===== config.mk =====
export PLATFORM = sky130hd
export DESIGN_NAME = dcrs_divider
export DESIGN_NICKNAME = d
export VERILOG_FILES = /design/src/design/dcrs_pkg.sv /design/src/design/dcrs_divider.sv
export SDC_FILE = /design/constraint.sdc
export NUM_CORES = 1
export LEC_CHECK = 0
export BUFFER_PORTS_ARGS = -buffer_cell sky130_fd_sc_hd__buf_2
export CORE_MARGIN = 2
export CORE_UTILIZATION = 45
export DETAILED_ROUTE_END_ITERATION = 6
export PLACE_DENSITY_LB_ADDON = 0.08
export SLEW_MARGIN = 20
export SYNTH_ARGS = -nofsm -noshare
export SYNTH_HDL_FRONTEND = slang
export SYNTH_SLANG_ARGS = --single-unit

===== constraint.sdc =====
create_clock -name i_clk -period 4.8 [get_ports i_clk]
set_input_delay 0.96 -clock i_clk [delete_from_list [all_inputs] [get_ports i_clk]]
set_output_delay 0.96 -clock i_clk [all_outputs]
set_load 0.005 [all_outputs]

===== src/design/dcrs_pkg.sv =====
// Shared types and constants for the delay candidate ranking sorter.
// Used by dcrs_divider, dcrs_cell and delay_candidate_ranking_sorter.
package dcrs_pkg;

    localparam int CANDIDATES_DEF = 64;

    localparam int DELAY_W = 16;
    localparam int ERROR_W = 32;
    localparam int TIME_W  = 32;
    localparam int DIV_W   = 16;
    localparam int DIST_W  = 16;

    localparam int CFG_IDX_W  = 2;
    localparam int CFG_DATA_W = 32;

    localparam logic [CFG_IDX_W-1:0] REG_MEASURED_TIME      = 2'd0;
    localparam logic [CFG_IDX_W-1:0] REG_SCALE_DIVISOR      = 2'd1;
    localparam logic [CFG_IDX_W-1:0] REG_REFERENCE_DISTANCE = 2'd2;

    localparam logic [TIME_W-1:0] RST_MEASURED_TIME      = 32'd0;
    localparam logic [DIV_W-1:0]  RST_SCALE_DIVISOR      = 16'd1;
    localparam logic [DIST_W-1:0] RST_REFERENCE_DISTANCE = 16'd200;

    typedef struct packed {
        logic [DELAY_W-1:0] candidate_delay;
        logic               last_candidate;
    } t_in;

    typedef struct packed {
        logic [DELAY_W-1:0] ranked_delay;
        logic [ERROR_W-1:0] ranked_error;
        logic               last_ranked;
    } t_out;

    typedef struct packed {
        logic               valid;
        logic [ERROR_W-1:0] error;
        logic [DELAY_W-1:0] delay;
    } t_entry;

    typedef struct packed {
        logic               insert;
        logic               shift;
        logic [ERROR_W-1:0] new_error;
        logic [DELAY_W-1:0] new_delay;
    } t_cell_ctl;

endpackage


===== src/design/dcrs_divider.sv =====
// Bit-serial restoring unsigned divider, one quotient bit per cycle.
// Depends on dcrs_pkg for widths.
module dcrs_divider (
    input  logic                         i_clk,
    input  logic                         i_rst_n,
    input  logic                         i_start,
    input  logic [dcrs_pkg::TIME_W-1:0]  i_dividend,
    input  logic [dcrs_pkg::DIV_W-1:0]   i_divisor,
    output logic                         o_done,
    output logic [dcrs_pkg::TIME_W-1:0]  o_quotient
);
    localparam int CNT_W = $clog2(dcrs_pkg::TIME_W);

    logic                          r_busy;
    logic                          r_done;
    logic [CNT_W-1:0]              r_cnt;
    logic [dcrs_pkg::DIV_W-1:0]    r_rem;
    logic [dcrs_pkg::DIV_W-1:0]    r_div;
    logic [dcrs_pkg::TIME_W-1:0]   r_quo;

    logic [dcrs_pkg::DIV_W:0]      w_trial;
    logic [dcrs_pkg::DIV_W:0]      w_diff;
    logic                          w_bit;
    logic [dcrs_pkg::DIV_W-1:0]    n_rem;

    always_comb begin
        w_trial = {r_rem, r_quo[dcrs_pkg::TIME_W-1]};
        w_diff  = w_trial - {1'b0, r_div};
        w_bit   = (w_trial >= {1'b0, r_div});
        n_rem   = w_bit ? w_diff[dcrs_pkg::DIV_W-1:0] : w_trial[dcrs_pkg::DIV_W-1:0];
    end

    always_ff @(posedge i_clk) begin
        if (!i_rst_n) begin
            r_busy <= 1'b0;
            r_done <= 1'b0;
            r_cnt  <= '0;
        end else begin
            r_done <= 1'b0;
            if (i_start) begin
                r_busy <= 1'b1;
                r_cnt  <= '0;
                r_rem  <= '0;
                r_quo  <= i_dividend;
                r_div  <= (i_divisor == '0) ? dcrs_pkg::DIV_W'(1) : i_divisor;
            end else if (r_busy) begin
                r_rem <= n_rem;
                r_quo <= {r_quo[dcrs_pkg::TIME_W-2:0], w_bit};
                r_cnt <= r_cnt + 1'b1;
                if (r_cnt == CNT_W'(dcrs_pkg::TIME_W - 1)) begin
                    r_busy <= 1'b0;
                    r_done <= 1'b1;
                end
            end
        end
    end

    assign o_done     = r_done;
    assign o_quotient = r_quo;

endmodule


==> impl_metrics.ini <==
[synth]
synth_cell_types = 47
top_flip_flop_cell_by_instance_count_after_synthesis = edfxtp_1
synth.ff_latch_count = 71
netlist.area_leader.share = 0.507
post_synth_inst_count = 313
synth.yosys.seq_area_share = 0.544
synth_top_cell_by_area = edfxtp_1
synth_common_cells = 64 x edfxtp_1, 31 x mux2_2, 31 x nor2_1
synth_most_common_cell = edfxtp_1
postSynth.asyncResetShare = 0
synth_edf_count = 64
ys_top_cells_by_area = edfxtp_1 51%, mux2_2 9.2%, ha_1 5.9%
synth_fp_nets = 383
synth_area_mm2 = 0.00379
yosys_warnings = 0
syn_avg_cell_area_um2 = 12.1

[hold_path]
worstHoldEndpoint = r_cnt[4]
min_path_cells = 2
hold_path.class = reg2reg
hold_start = r_cnt[4]

[cells_and_area]
layout.area.seq_mm2 = 0.00206
fillers = 718
final_design_area_no_fill_mm2 = 0.00441
number_of_nets_in_the_final_layout = 456
layout-area-overhead-vs-synth_pct = 16.5
multi_input_comb_area_mm2 = 0.00155
fraction_of_final_layout_cells_sized_beyond_drive_strength_1 = 0.350
insertedDiodeCount = 0

[global_route]
grt_antenna_before_repair = 0
pin_count_of_the_biggest_net_entering_global_routing = 48
grt_pass1_vias = 2515
grt_first_pass_wirelength_mm = 12.4
groute.usage.overall = 0.180
total_congestion_overflow_after_global_routing = 0

[placed_design]
place_congestion = 0.803
placed_cell_area_mm2 = 0.00426
count_of_input_and_output_buffers = 83
dp.final_hpwl_mm = 5.60

[setup_path]
critical_path.endpoint_type = register
r2r_slack_ps = 2110
crit_chain = inv_1 -> ha_1 -> nor2b_2 -> o2111ai_1 -> a31oi_2 -> o2111ai_2 -> a32oi_2 -> buf_4 -> mux2i_1 -> nor2_1
critPathSlowestCell = edfxtp_1
path_max_fanout = 21
r2r-end = r_rem[4]
rr_startpoint = r_div[1]
kind_of_launch_point_of_the_worst_setup_path = register
required_ps = 4880
critPathMaxStageDelay_ps = 400
setup.worst_path.class = reg2reg
r2r.worst_path.cells = 10
timing.critical_path.arrival_ps = 2770

[floorplan]
top_level_ports = 84
die_h_um = 95.7
die_x_um = 95.7
rows = 33
die_area_mm2 = 0.00917
initial_utilization = 0.463
core_area_mm2 = 0.00818

[clock_network]
clock_sink_count = 71
cts_buffer_count = 9
postCtsHoldBufs = 0
cts.reportedPaths.clkPinSlew_ps = 80
clk-insertion-delay-late_ps = 340
clock_tree_from_tritoncts = yes
ctsLongestPathBuffers = 2
clock_root_buffer = clkbuf_8
h-tree-depth = 3
cts.repair.resized = 0
postCtsSetupRepairBufs = 0

[timing]
setup_total_negative_slack_ps = 0
finalHoldViolations = 0
max_freq_mhz = 372
timing.final.max_slew_violations = 0
timing.clock.skew_ps = 18.7
worst_slew_margin_rel = 0.510
post-route-period-util = 0.560
grt_setup_unrepaired = no
transition_at_the_pin_with_the_smallest_max_transition_slack_ps = 736
shortest_period_the_worst_path_allows_ps = 2690
finalSetupViolations = 0

[power_and_ir_drop]
switching_power_uw = 434
power_frac_comb = 0.233
seq_power_share = 0.497
vdd.ir_drop.worst_mv = 0.176
p_leak_uw = 0.00187
power-per-cell-area_mw_per_mm2 = 344
p_sw_frac = 0.286
internal-power_uw = 1090
pwr-share-clk = 0.269

[run_status]
status = finished, final reports clean

[route]
detail_route.iter0.violations = 126
routed_via_density = 5.20
vias = 2580
wire_per_inst_um = 15.6
drcViolationCount = 0
routed_wl_mm = 7.74
detailedRoute.firstPassIterationCount = 4
drt.antenna.violating_nets = 0

[flow_run]
maxCapViolCount = 0
-- layout make-up --
class | instances | share of cell area
multi-input cells | 198 | 0.351
well taps | 105 | 0.0298
flip-flops and latches | 71 | 0.467
clock buffers | 12 | 0.0306
inverters | 20 | 0.0170
repair buffers | 86 | 0.0992
clock inverters | 4 | 0.00510
-- sequential cells by signal, indices dropped and copies added, names as in the netlist --
signal and count:
o_quotient 32, r_rem 16, r_busy 1, r_div 16, o_done 1, r_cnt 5
-- cells in the final DEF, fill, tap and decap left out, types with 4 or more instances in the layout --
master,instances
a211oi_1,6
a21o_1,9
a21oi_1,11
buf_2,83
clkbuf_8,9
dfxtp_1,7
edfxtp_1,64
ha_1,18
inv_1,20
mux2_2,31
mux2i_1,12
nand2_1,16
nor2_1,31
nor3_1,4
o21a_1,4
o21ai_0,4
xnor2_1,11
-- cells by family after synthesis --
logic type,share of synthesized area
xor gates and xnor gates,0.0324
and+or+nand+nor,0.0839
buffers and inverters,0.0469
adders and majority gates,0.0648
muxes,0.124
DFF,0.544
AOI/OAI and AO/OA,0.104
-- worst max path at each step --
| stage | startpoint | end | slack [ps] | depth (start not counted) |
|---|---|---|---|---|
| after floorplan | i_start | o_quotient[0] | 1930 | 2 |
| after global placement | r_rem[0] | r_rem[4] | 2140 | 9 |
| after detailed placement | r_div[1] | r_rem[4] | 2120 | 10 |
| after CTS | r_div[1] | r_rem[15] | 2100 | 10 |
| after global routing | r_div[1] | r_rem[5] | 1920 | 10 |
| final | r_div[1] | r_rem[4] | 2110 | 10 |
-- worst max-delay path, delay by kind of cell, from the launching register on --
kind / cells / cell delay, ps
adder cells (fa/ha/maj): 1 / 280
AND/OR/NAND/NOR: 2 / 220
multiplexers: 1 / 280
flip-flops: 1 / 400
buffers and inverters: 2 / 390
AO/OA/AOI/OAI: 4 / 860
-- per-layer routing --
metal | vias to the layer above | global-route usage | share of wire
met2 | 76 | 0.263 | 0.44
li1 | 1291 | - | -
met5 | - | 0 | 0
met3 | 8 | 0.0611 | 0.067
met1 | 1205 | 0.253 | 0.48
met4 | 0 | 0.0536 | 0.013
-- power by group through the flow --
| stage | combinational, uW | sequential (uW) | clock, uW |
|---|---|---|---|
| 3_3_place_gp | 358 | 768 | 0 |
| 6_report | 355 | 755 | 409 |
| 5_1_grt | 398 | 761 | 446 |
| 3_5_place_dp | 356 | 769 | 0 |
| 4_1_cts | 358 | 756 | 420 |
| 2_1_floorplan | 268 | 766 | 0 |
-- per-stage QoR --
step	hold slack, ps	setup WS [ps]	power, uW	cells	util
finish	513	2110	1520	496	0.540
global route	539	1920	1600	496	0.540
CTS	513	2100	1530	496	0.540
detailed placement	492	2120	1120	480	0.521
global placement	485	2140	1130	480	0.521
floorplan	467	1930	1030	313	-
Power figures use the tool's default switching activity.
