--- src/design/dcrs_pkg.sv ---
// Shared types and constants for the delay candidate ranking sorter.
// Used by dcrs_divider, dcrs_cell and delay_candidate_ranking_sorter.
package dcrs_pkg;

    localparam int CANDIDATES_DEF = 64;

    localparam int DELAY_W = 16;
    localparam int ERROR_W = 32;
    localparam int TIME_W  = 32;
    localparam int DIV_W   = 16;
    localparam int DIST_W  = 16;

    localparam int CFG_IDX_W  = 2;
    localparam int CFG_DATA_W = 32;

    localparam logic [CFG_IDX_W-1:0] REG_MEASURED_TIME      = 2'd0;
    localparam logic [CFG_IDX_W-1:0] REG_SCALE_DIVISOR      = 2'd1;
    localparam logic [CFG_IDX_W-1:0] REG_REFERENCE_DISTANCE = 2'd2;

    localparam logic [TIME_W-1:0] RST_MEASURED_TIME      = 32'd0;
    localparam logic [DIV_W-1:0]  RST_SCALE_DIVISOR      = 16'd1;
    localparam logic [DIST_W-1:0] RST_REFERENCE_DISTANCE = 16'd200;

    typedef struct packed {
        logic [DELAY_W-1:0] candidate_delay;
        logic               last_candidate;
    } t_in;

    typedef struct packed {
        logic [DELAY_W-1:0] ranked_delay;
        logic [ERROR_W-1:0] ranked_error;
        logic               last_ranked;
    } t_out;

    typedef struct packed {
        logic               valid;
        logic [ERROR_W-1:0] error;
        logic [DELAY_W-1:0] delay;
    } t_entry;

    typedef struct packed {
        logic               insert;
        logic               shift;
        logic [ERROR_W-1:0] new_error;
        logic [DELAY_W-1:0] new_delay;
    } t_cell_ctl;

endpackage

--- src/design/dcrs_cell.sv ---
// One sorting cell: holds one (error, delay) entry of the ascending chain.
// Inserts stably from the broadcast value and shifts toward the head on output.
// Depends on dcrs_pkg for t_entry and t_cell_ctl.
module dcrs_cell (
    input  logic                  i_clk,
    input  logic                  i_rst_n,
    input  dcrs_pkg::t_cell_ctl   i_ctl,
    input  dcrs_pkg::t_entry      i_prev,
    input  logic                  i_prev_after,
    input  dcrs_pkg::t_entry      i_next,
    output dcrs_pkg::t_entry      o_entry,
    output logic                  o_after
);
    dcrs_pkg::t_entry r_entry;
    logic             w_after;

    // new value lands at or before this cell; equal errors stay ahead
    assign w_after = !r_entry.valid || (r_entry.error > i_ctl.new_error);

    always_ff @(posedge i_clk) begin
        if (!i_rst_n) begin
            r_entry.valid <= 1'b0;
        end else if (i_ctl.shift) begin
            r_entry <= i_next;
        end else if (i_ctl.insert && w_after) begin
            if (i_prev_after) begin
                r_entry <= i_prev;
            end else begin
                r_entry <= '{valid: 1'b1, error: i_ctl.new_error, delay: i_ctl.new_delay};
            end
        end
    end

    assign o_entry = r_entry;
    assign o_after = w_after;

endmodule

--- config.mk ---
export PLATFORM = sky130hd
export DESIGN_NAME = dcrs_cell
export DESIGN_NICKNAME = d
export VERILOG_FILES = /design/src/design/dcrs_pkg.sv /design/src/design/dcrs_cell.sv
export SDC_FILE = /design/constraint.sdc
export NUM_CORES = 1
export LEC_CHECK = 0
export ABC_AREA = 1
export BUFFER_PORTS_ARGS = -buffer_cell sky130_fd_sc_hd__buf_4
export CORE_MARGIN = 5
export CORE_UTILIZATION = 44
export CTS_BUF_LIST = sky130_fd_sc_hd__clkbuf_16
export CTS_CLUSTER_SIZE = 25
export DETAILED_ROUTE_END_ITERATION = 10
export PLACE_DENSITY = 0.81
export REMOVE_ABC_BUFFERS = 1
export SYNTH_ARGS = -nofsm -noshare
export SYNTH_HDL_FRONTEND = slang
export SYNTH_SLANG_ARGS = --single-unit
--- constraint.sdc ---
create_clock -name i_clk -period 7.3 [get_ports i_clk]
set_input_delay 2.19 -clock i_clk [delete_from_list [all_inputs] [get_ports i_clk]]
set_output_delay 2.19 -clock i_clk [all_outputs]
set_load 0.02 [all_outputs]
==> results of run 1 <==
[synth_stat cells]
cell / number / area [um2]
a21oi_2: 2 / 17.5
clkinv_1: 2 / 7.51
nand2_1: 88 / 330
a21boi_1: 1 / 7.51
a21oi_1: 48 / 240
edfxtp_1: 48 / 1440
o21ai_0: 2 / 10.0
a21o_1: 2 / 15.0
inv_1: 40 / 150
o21a_1: 31 / 233
nand4_1: 2 / 12.5
buf_2: 5 / 25.0
inv_2: 1 / 3.75
ha_1: 32 / 400
clkbuf_1: 15 / 56.3
o211ai_1: 30 / 225
dfxtp_1: 1 / 20.0
nor2_1: 32 / 120
o31ai_1: 1 / 7.51
nand2_2: 2 / 12.5
nand3_1: 2 / 10.0
[metrics by stage]
step	total power [uW]	util, %
after floorplan	464	-
after CTS	805	68.9
after global placement	583	67.1
after detailed placement	590	67.1
after global routing	842	68.9
final	797	68.9
[how the worst min path moves through the flow]
stage | cells past startpoint | to
2_1_floorplan | 2 | o_entry[48]$_SDFFE_PN0P_
3_3_place_gp | 2 | o_entry[48]$_SDFFE_PN0P_
3_5_place_dp | 2 | o_entry[48]$_SDFFE_PN0P_
4_1_cts | 2 | o_entry[48]$_SDFFE_PN0P_
5_1_grt | 2 | o_entry[48]$_SDFFE_PN0P_
6_report | 2 | o_entry[48]$_SDFFE_PN0P_
[where the power goes]
group / switching, uW / internal [uW]
combinational: 117 / 119
sequential: 9.45 / 337
clock: 92.4 / 123
total: 219 / 578
[layout make-up]
type | count | area share (%)
sequential | 49 | 28.9
tap | 99 | 2.45
inverter | 43 | 3.20
multi-input combinational | 275 | 32.7
clock buffer | 5 | 2.48
timing repair buffer | 202 | 30.0
clock inverter | 2 | 0.149
[layout by cell type (no fill, tap or decap)]
master,Yosys,layout
buf_4,0,202
a21oi_1,48,48
nand2_1,88,88
o21a_1,31,31
a21boi_4,0,1
clkbuf_16,0,5
dfxtp_1,1,1
nand3_1,2,2
a21oi_2,2,2
nand4_1,2,2
o211ai_1,30,30
nand2_2,2,2
a21o_1,2,2
inv_2,1,1
nor2_1,32,32
inv_1,40,41
o31ai_1,1,1
edfxtp_1,48,48
ha_1,32,32
o21ai_0,2,2
clkinv_1,2,3
[kinds of logic after synthesis]
family                     after synthesis  share of synthesized area (%)
buffers and inverters                   63                           7.25
DFF                                     49                           43.7
AOI/OAI and AO/OA                      117                           22.6
adders and majority gates               32                           12.0
and+or+nand+nor                        126                           14.5
[metal layers]
| layer | routed length (um) | up-vias |
|---|---|---|
| met4 | 128 | 0 |
| met3 | 874 | 10 |
| li1 | - | 1719 |
| met1 | 3880 | 1511 |
| met5 | 0 | - |
| met2 | 5140 | 128 |
[critical path, cell delays in order]
cell and delay [ns]:
buf_4 0.07, inv_1 0.05, ha_1 0.29, nand2_1 0.07, nor2_1 0.15, nand4_1 0.16
nor2_1 0.16, nand2_1 0.08, nand2_1 0.07, nand2_1 0.09, nand2_2 0.08, buf_4 0.14
==> summary.txt, run 1 <==
Routing
  – Final WL: between 10 and 15 mm
  – Total number of vias: 3,368
  – TritonRoute pass-1 iters: 4
  – Remaining DRCs: 0
  – DRT antenna net count: 0
  – Routed vias/inst: about 5
  – Routed wire per std cell: 14.8 um
  – DRT iter0 DRCs: 111

Synth
  – Post-Syn Area: about 0.0033 mm2
  – Yosys reg bits: between 40 and 50
  – Post-synthesis sequential area ratio: a little over two fifths
  – Avg Inst Size Synth: between 8 and 9 um2
  – Post-synthesis instance total: ~390
  – Yosys warning total: 0
  – Yosys cell types: 21

Finish
  – Largest register FFs: 49
  – Area grow syn2layout: 50.9%
  – Fill cell count: 592
  – Ant diodes: 0
  – Post-Layout Cell Count: roughly 680
  – Sequential Area: around 0.0015 mm2
  – Share of cells above drive strength 1: between 30% and 40%
  – Final net count: between 700 and 800
  – Final instance area: 0.00505 mm2
  – Multi-input gate area: ~0.0017 mm2

Timing
  – # setup viols final: 0
  – Ratio of final minimum period to clock period: 79.5%
  – Final Slew Violations: 0
  – Relative slew slack: 31.0%
  – Slew @ Worst Pin: 1.03 ns
  – Final hold viol count: 0
  – Max Freq: 172 MHz
  – Clock Skews: ~0.0085 ns
  – Min Tclk post-route: between 5 and 6 ns
  – Total negative slack: 0 ns
  – RSZ-0062 raised after global routing: no
  – Hold_ws: about 0.60 ns
  – Final WS setup: roughly 1.5 ns

Floorplan
  – Die width: between 90 and 100 um
  – CORE AREA: about 0.0073 mm2
  – Initial Util: a little under half
  – Die height: approximately 97 um
  – Row cnt: 31
  – Die area: between 0.009 and 0.01 mm2
  – Num ports: between 200 and 250

Place
  – DP Wirelength: 7.99 mm
  – DP Worst Slack: ~1.5 ns
  – Area after DPL: approximately 0.005 mm2
  – IO buf count: 200
  – Placed cell count: roughly 670
  – Gpl congestion: between 0.7 and 0.8

Clocking
  – Reg clk slew, reported paths: 0.06 ns
  – Root buffer cell: clkbuf_16
  – Clock Path Buffers: 2
  – CTS Buf Count: 5
  – Max H-tree Level: 2
  – Postcts setup bufs: 0
  – Cts repair resizes: 0
  – Clock latency at the later pin of the worst-skew pair: about 0.28 ns
  – CTS Sinks: between 40 and 50
  – TritonCTS clock tree: done
  – CTS hold repair buffers: 0

Power
  – P per Cell Area: roughly 160 mW/mm2
  – Worst IR Drop VDD: around 0.12 mV
  – Leakage: 0.00243 uW

Critical path
  – Reg2Reg Setup Slack: slightly above 4 ns
  – Crit Path Max Fanout: 2
  – Critical path class: primary input to primary output
  – Worst EP required: approximately 5 ns
  – CP Capture Type: primary output
  – Worst R2R Path Depth: 12
  – CP startpoint kind: primary input
  – Critical path destination: o_after
  – CP arrival: around 3.6 ns
  – Worst r2r src: o_entry[39]$_DFFE_PP_
  – CP Launch Point: i_ctl[39]
  – Worst R2R End: o_entry[8]$_DFFE_PP_

Min path
  – HP Class: register to register
  – Hold Startpoint: o_entry[48]$_SDFFE_PN0P_

Global routing
  – GR peak layer: met2
  – GRT Total Usage: 20.6%
  – Met1 Track Usage GR: 22.0%
  – M3 GR Usage: around 7.5%
  – Vias in the first global route: about 3,500
  – Met2 Usage GRT: a little under two fifths
  – Initial antenna violation count: 0
  – First-pass GRT wire length: 16.1 mm
  – GRT Residual Overflow: 0
  – Largest net degree at the start of global routing: 80

Run status
  – Outcome: finished, final reports clean

Job
  – Max Cap Violations: 0
(Power assumes the default switching activity.)
==> inputs of run 2 (changes only) <==
==> constraint.sdc (replaced) <==
create_clock -name i_clk -period 5.4 [get_ports i_clk]
set_input_delay 1.62 -clock i_clk [delete_from_list [all_inputs] [get_ports i_clk]]
set_output_delay 1.62 -clock i_clk [all_outputs]
set_load 0.02 [all_outputs]
==> summary.txt, run 2 (synthesis gave the netlist of run 1 again) <==
Floorplan
  – Row cnt: 31 (unchanged)
  – Die area: 0.00945 mm2 (unchanged)
  – CORE AREA: 0.00733 mm2 (unchanged)
  – Initial Util: 45.6% (unchanged)
  – Num ports: 201 (unchanged)
  – Die height: 97.2 um (unchanged)
  – Die width: 97.2 um (unchanged)

Min path
  – Hold EP: o_entry[48]$_SDFFE_PN0P_
  – HP Class: register to register
  – Hold Startpoint: o_entry[48]$_SDFFE_PN0P_
  – Hold path depth: 2 (unchanged)

Power
  – Reg power frac: 43.0% (-0.4 points)
  – Switching part of the total power: 27.8% (+0.33 points)
  – Share of total power in combinational logic: 29.4% (-0.2 points)
  – Worst IR Drop VDD: 0.139 mV (+19%)
  – Power Internal: 784 uW (+36%)
  – P_sw: 302 uW (+38%)
  – P per Cell Area: 215 mW/mm2 (+36%)
  – Clock Power Share: 27.6% (+0.6 points)
  – Leakage: 0.00245 uW (+0.46%)

Finish
  – Final net count: 760 (+0.13%)
  – Area grow syn2layout: 51.3%
  – Share of cells above drive strength 1: 37.4% (+0.39 points)
  – Commonest non-fill, non-tap cell in the layout: buf_4
  – Ant diodes: 0 (unchanged)
  – Finished Core Util: 69.1% (+0.19 points)
  – Largest register FFs: 49 (unchanged)
  – Highest-count cells in the layout ignoring fill and taps: 203 x buf_4, 88 x nand2_1, 48 x a21oi_1, 48 x edfxtp_1, 41 x inv_1
  – Post-Layout Cell Count: 677 (+0.30%)

Routing
  – TritonRoute pass-1 iters: 7 (+3)
  – Routed wire per std cell: 14.8 um (-0.54%)
  – Routed vias/inst: 5.00 (+0.12%)
  – Remaining DRCs: 0 (unchanged)
  – Total number of vias: 3,382 (+0.42%)
  – Final WL: 10.0 mm (-0.25%)
  – DRT antenna net count: 0 (unchanged)
  – DRT iter0 DRCs: 115 (+3.6%)

Clocking
  – CTS Buf Count: 5 (unchanged)
  – TritonCTS clock tree: done
  – Max H-tree Level: 2 (unchanged)
  – Cts repair resizes: 0 (unchanged)
  – CTS hold repair buffers: 0 (unchanged)
  – Reg clk slew, reported paths: 0.06 ns (about the same)
  – Clock Path Buffers: 2 (unchanged)
  – Root buffer cell: clkbuf_16
  – Postcts setup bufs: 0 (unchanged)
  – Clock latency at the later pin of the worst-skew pair: 0.28 ns (about the same)
  – CTS Sinks: 49 (unchanged)

Critical path
  – Crit path depth: 12 (unchanged)
  – Worst r2r src: o_entry[39]$_DFFE_PP_
  – Crit Path Max Fanout: 2 (unchanged)
  – CP Capture Type: primary output
  – CP Buf/Inv Count: 3 (unchanged)
  – Worst path max stage delay: 0.29 ns (about the same)
  – Reg2Reg Setup Slack: 2.97 ns (-1.16 ns)
  – Slowest-stage cell, CP: ha_1
  – CP Launch Point: i_ctl[39]
  – Worst path cell trace: buf_4 -> inv_1 -> ha_1 -> nand2_1 -> nor2_1 -> nand4_1 -> nor2_1 -> nand2_1 -> nand2_1 -> nand2_1 -> nand2_2 -> buf_4
  – Cell mode on critical path: nand2_1
  – Critical path class: primary input to primary output
  – Worst R2R End: o_entry[23]$_DFFE_PP_
  – CP arrival: 2.98 ns (-0.63 ns)
  – Worst R2R Path Depth: 12 (unchanged)
  – Largest delay share family, worst path: simple AND/OR/NAND/NOR gates
  – CP startpoint kind: primary input
  – Worst EP required: 3.78 ns (-1.33 ns)

Timing
  – RSZ-0062 raised after global routing: no
  – Hold_ws: 0.616 ns (+0.0113 ns)
  – # setup viols final: 0 (unchanged)
  – Min Tclk post-route: about 4.6 ns
  – Slew @ Worst Pin: 0.764 ns (-0.269 ns)
  – Clock Skews: 0.00558 ns (-0.00295 ns)
  – Final hold viol count: 0 (unchanged)
  – Relative slew slack: 49.1% (+18 points)
  – Ratio of final minimum period to clock period: between 80% and 90%
  – Final WS setup: 0.801 ns (-0.696 ns)
  – Max Freq: approximately 220 MHz
  – Total negative slack: 0 ns (unchanged)
  – Final Slew Violations: 0 (unchanged)

Global routing
  – GRT Residual Overflow: 0 (unchanged)
  – Vias in the first global route: 3,572 (+2.9%)
  – First-pass GRT wire length: 16.4 mm (+1.9%)
  – GRT Total Usage: 20.8% (+0.22 points)
  – Largest net degree at the start of global routing: 80 (unchanged)
  – Initial antenna violation count: 0 (unchanged)

Place
  – DP Worst Slack: 0.780 ns (-0.688 ns)
  – Gpl congestion: 0.780 (about the same)
  – IO buf count: 200 (unchanged)
  – Placed cell count: 669 (+0.15%)
  – DP Wirelength: 7.98 mm (-0.21%)

Run status
  – Outcome: finished, final reports clean

Job
  – Max Cap Violations: 0 (unchanged)
==> run 2: cell types whose count changed in the layout (fill, tap and decap cells not counted), sizes merged <==
cell    change
clkinv      +1
buf         +1
==> run 2: how the worst max path moves through the flow <==
stage | to | slack, ns
6_report | o_after | 0.80
5_1_grt | o_after | 0.58
4_1_cts | o_after | 0.78
3_5_place_dp | o_after | 0.78
3_3_place_gp | o_after | 0.79
2_1_floorplan | o_entry[0]$_DFFE_PP_ | 0.04
==> run 2: stage by stage <==
stage / total power (uW) / instance area [um2]
2_1_floorplan: 627 / 3260
3_3_place_gp: 789 / 4920
3_5_place_dp: 798 / 4920
4_1_cts: 1100 / 5060
5_1_grt: 1150 / 5060
6_report: 1090 / 5060
==> run 2: worst reg2reg max path: cells and delay by family (launching register included) <==
kind | cells | cell delay, ns
and+or+nand+nor | 9 | 0.87
buffers and inverters | 1 | 0.39
DFF | 1 | 0.38
adders and majority gates | 1 | 0.30
AOI/OAI and AO/OA | 1 | 0.13
==> run 2: metal layers <==
metal	GRT usage (%)	share of wire [%]
met1	22.0	37
met2	37.3	50
met3	9.19	10
met4	5.94	2.3
met5	0	0
==> run 2: area by class of cell <==
cell class	count	area [um2]
clock buffer	5	125
clock inverter	3	13.8
fill	586	2270
inverter	43	161
multi-input combinational	275	1650
sequential	49	1460
tap	99	124
timing repair buffer	203	1520
==> run 2: power groups by stage <==
stage	Clock [uW]	Combinational (uW)	Sequential, uW
floorplan	0	117	510
global placement	0	314	474
detailed placement	0	322	476
CTS	304	323	468
global route	320	356	471
finish	299	320	468
==> inputs of run 3 (changes only) <==
--- a/config.mk
+++ b/config.mk
@@ -6,7 +6,7 @@
 export NUM_CORES = 1
 export LEC_CHECK = 0
 export ABC_AREA = 1
-export BUFFER_PORTS_ARGS = -buffer_cell sky130_fd_sc_hd__buf_4
+export BUFFER_PORTS_ARGS = -buffer_cell sky130_fd_sc_hd__buf_2
 export CORE_MARGIN = 5
 export CORE_UTILIZATION = 44
 export CTS_BUF_LIST = sky130_fd_sc_hd__clkbuf_16
==> summary.txt, run 3 (synthesis gave the netlist of run 1 again) <==
Routing
  – TritonRoute pass-1 iters: 4 (-3)
  – Total number of vias: 3,414 (+0.95%)
  – Routed wire per std cell: 14.3 um (-3.4%)
  – Metal3 WL: 900 um (-14%)
  – Final WL: 9.68 mm (-3.2%)
  – Remaining DRCs: 0 (unchanged)
  – DRT antenna net count: 0 (unchanged)
  – DRT iter0 DRCs: 109 (-5.2%)
  – Routed vias/inst: 5.04 (+0.80%)
  – Highest routed layer: met5
  – Met1 wire length: 3.71 mm (-0.64%)
  – Wire length on met2: 4.90 mm (-1.8%)

Min path
  – Hold Startpoint: o_entry[48]$_SDFFE_PN0P_
  – HP Class: register to register
  – Hold path depth: 2 (unchanged)
  – Hold EP: o_entry[48]$_SDFFE_PN0P_

Finish
  – Largest register FFs: 49 (unchanged)
  – Final net count: 761 (+0.13%)
  – Area grow syn2layout: 36.5%
  – Commonest non-fill, non-tap cell in the layout: buf_2
  – Fill cell count: 650 (+11%)
  – Share of cells above drive strength 1: 37.3% (-0.065 points)
  – Highest-count cells in the layout ignoring fill and taps: 200 x buf_2, 88 x nand2_1, 48 x a21oi_1, 48 x edfxtp_1, 40 x inv_1
  – Ant diodes: 0 (unchanged)

Timing
  – Final Slew Violations: 0 (unchanged)
  – Total negative slack: 0 ns (unchanged)
  – Max Freq: 216 MHz (-0.86%)
  – Relative slew slack: 50.2% (+1.1 points)
  – Clock Skews: 0.00421 ns (-0.00137 ns)
  – Min Tclk post-route: 4.64 ns (+0.0400 ns)
  – # setup viols final: 0 (unchanged)
  – RSZ-0062 raised after global routing: no
  – Slew @ Worst Pin: 0.747 ns (-0.0167 ns)
  – Final WS setup: 0.761 ns (-0.0400 ns)
  – Final hold viol count: 0 (unchanged)
  – Ratio of final minimum period to clock period: 85.9% (+0.74 points)

Clocking
  – CTS Buf Count: 5 (unchanged)
  – CTS hold repair buffers: 0 (unchanged)
  – Clock latency at the later pin of the worst-skew pair: 0.28 ns (about the same)
  – Root buffer cell: clkbuf_16
  – Clock Path Buffers: 2 (unchanged)
  – CTS Sinks: 49 (unchanged)
  – Postcts setup bufs: 0 (unchanged)
  – Max H-tree Level: 2 (unchanged)
  – TritonCTS clock tree: done
  – Reg clk slew, reported paths: 0.06 ns (about the same)
  – Cts repair resizes: 0 (unchanged)

Critical path
  – CP startpoint kind: primary input
  – Worst EP required: 3.78 ns (about the same)
  – Worst R2R Path Depth: 12 (unchanged)
  – Critical path class: primary input to primary output
  – Crit Path Max Fanout: 2 (unchanged)
  – Reg2Reg Setup Slack: 2.61 ns (-0.36 ns)
  – CP Capture Type: primary output
  – CP arrival: 3.02 ns (+0.04 ns)
  – Worst r2r src: o_entry[38]$_DFFE_PP_
  – Worst R2R End: o_entry[11]$_DFFE_PP_

Place
  – DP Worst Slack: 0.712 ns (-0.0683 ns)
  – Gpl congestion: 0.826 (+5.9%)
  – IO buf count: 200 (unchanged)
  – DP Wirelength: 7.77 mm (-2.6%)

Floorplan
  – Die width: 97.2 um (unchanged)
  – Die area: 0.00945 mm2 (unchanged)
  – Initial Util: 45.6% (unchanged)
  – CORE AREA: 0.00733 mm2 (unchanged)
  – Row cnt: 31 (unchanged)
  – Num ports: 201 (unchanged)
  – Die height: 97.2 um (unchanged)

Global routing
  – Initial antenna violation count: 1 (+1)
  – GRT Residual Overflow: 0 (unchanged)
  – Vias in the first global route: 3,452 (-3.4%)
  – Largest net degree at the start of global routing: 80 (unchanged)
  – First-pass GRT wire length: 15.8 mm (-4.0%)
  – GRT Total Usage: 20.0% (-0.82 points)

Job
  – Max Cap Violations: 0 (unchanged)

Power
  – Worst IR Drop VDD: 0.115 mV (-18%)
  – P per Cell Area: 228 mW/mm2 (+6.0%)
  – Leakage: 0.00227 uW (-7.2%)

Run status
  – Outcome: finished, final reports clean
## run 3: how the worst max path moves through the flow
stage | startpoint | end | slack (ns) | cells past startpoint
5_1_grt | i_ctl[39] | o_after | 0.58 | 12
6_report | i_ctl[39] | o_after | 0.76 | 12
4_1_cts | i_ctl[39] | o_after | 0.71 | 12
2_1_floorplan | i_ctl[39] | o_entry[0]$_DFFE_PP_ | 0.04 | 12
3_3_place_gp | i_ctl[39] | o_after | 0.72 | 12
3_5_place_dp | i_ctl[39] | o_after | 0.71 | 12
## run 3: through the flow
stage	cells	hold slack (ns)	utilization (%)	instance area (um2)	total power, uW
finish	678	0.602	62.3	4570	1040
global route	678	0.643	62.3	4570	1100
CTS	678	0.602	62.3	4570	1050
detailed placement	670	0.580	60.4	4430	753
global placement	670	0.563	60.4	4430	743
floorplan	367	0.693	-	3260	627
## run 3: layout make-up
type | instances | area (um2) | share of cell area, %
clock buffers | 5 | 125 | 2.74
clock inverters | 3 | 12.5 | 0.274
inverters | 43 | 161 | 3.53
multi-input cells | 275 | 1650 | 36.2
flip-flops and latches | 49 | 1460 | 32.0
well taps | 99 | 124 | 2.71
repair buffers | 204 | 1030 | 22.6
## run 3: per-layer routing
metal / track usage [%] / up-vias
met2: 35.9 / 145
met1: 22.8 / 1531
li1: - / 1722
met5: 0 / -
met3: 6.68 / 14
met4: 4.54 / 2
## run 3: worst max-delay path, stage by stage
cell	delay (ns)
buf_2	0.08
inv_1	0.05
ha_1	0.29
nand2_1	0.07
nor2_1	0.14
nand4_1	0.17
nor2_1	0.16
nand2_1	0.07
nand2_1	0.05
nand2_1	0.08
nand2_2	0.08
buf_2	0.17
## run 3: power by group
| part | leakage [uW] | internal, uW | switching, uW |
|---|---|---|---|
| Combinational | 0.00174 | 117 | 158 |
| Clock | 0.0000687 | 168 | 130 |
| Sequential | 0.000464 | 455 | 12.1 |
| Total | 0.00227 | 740 | 300 |
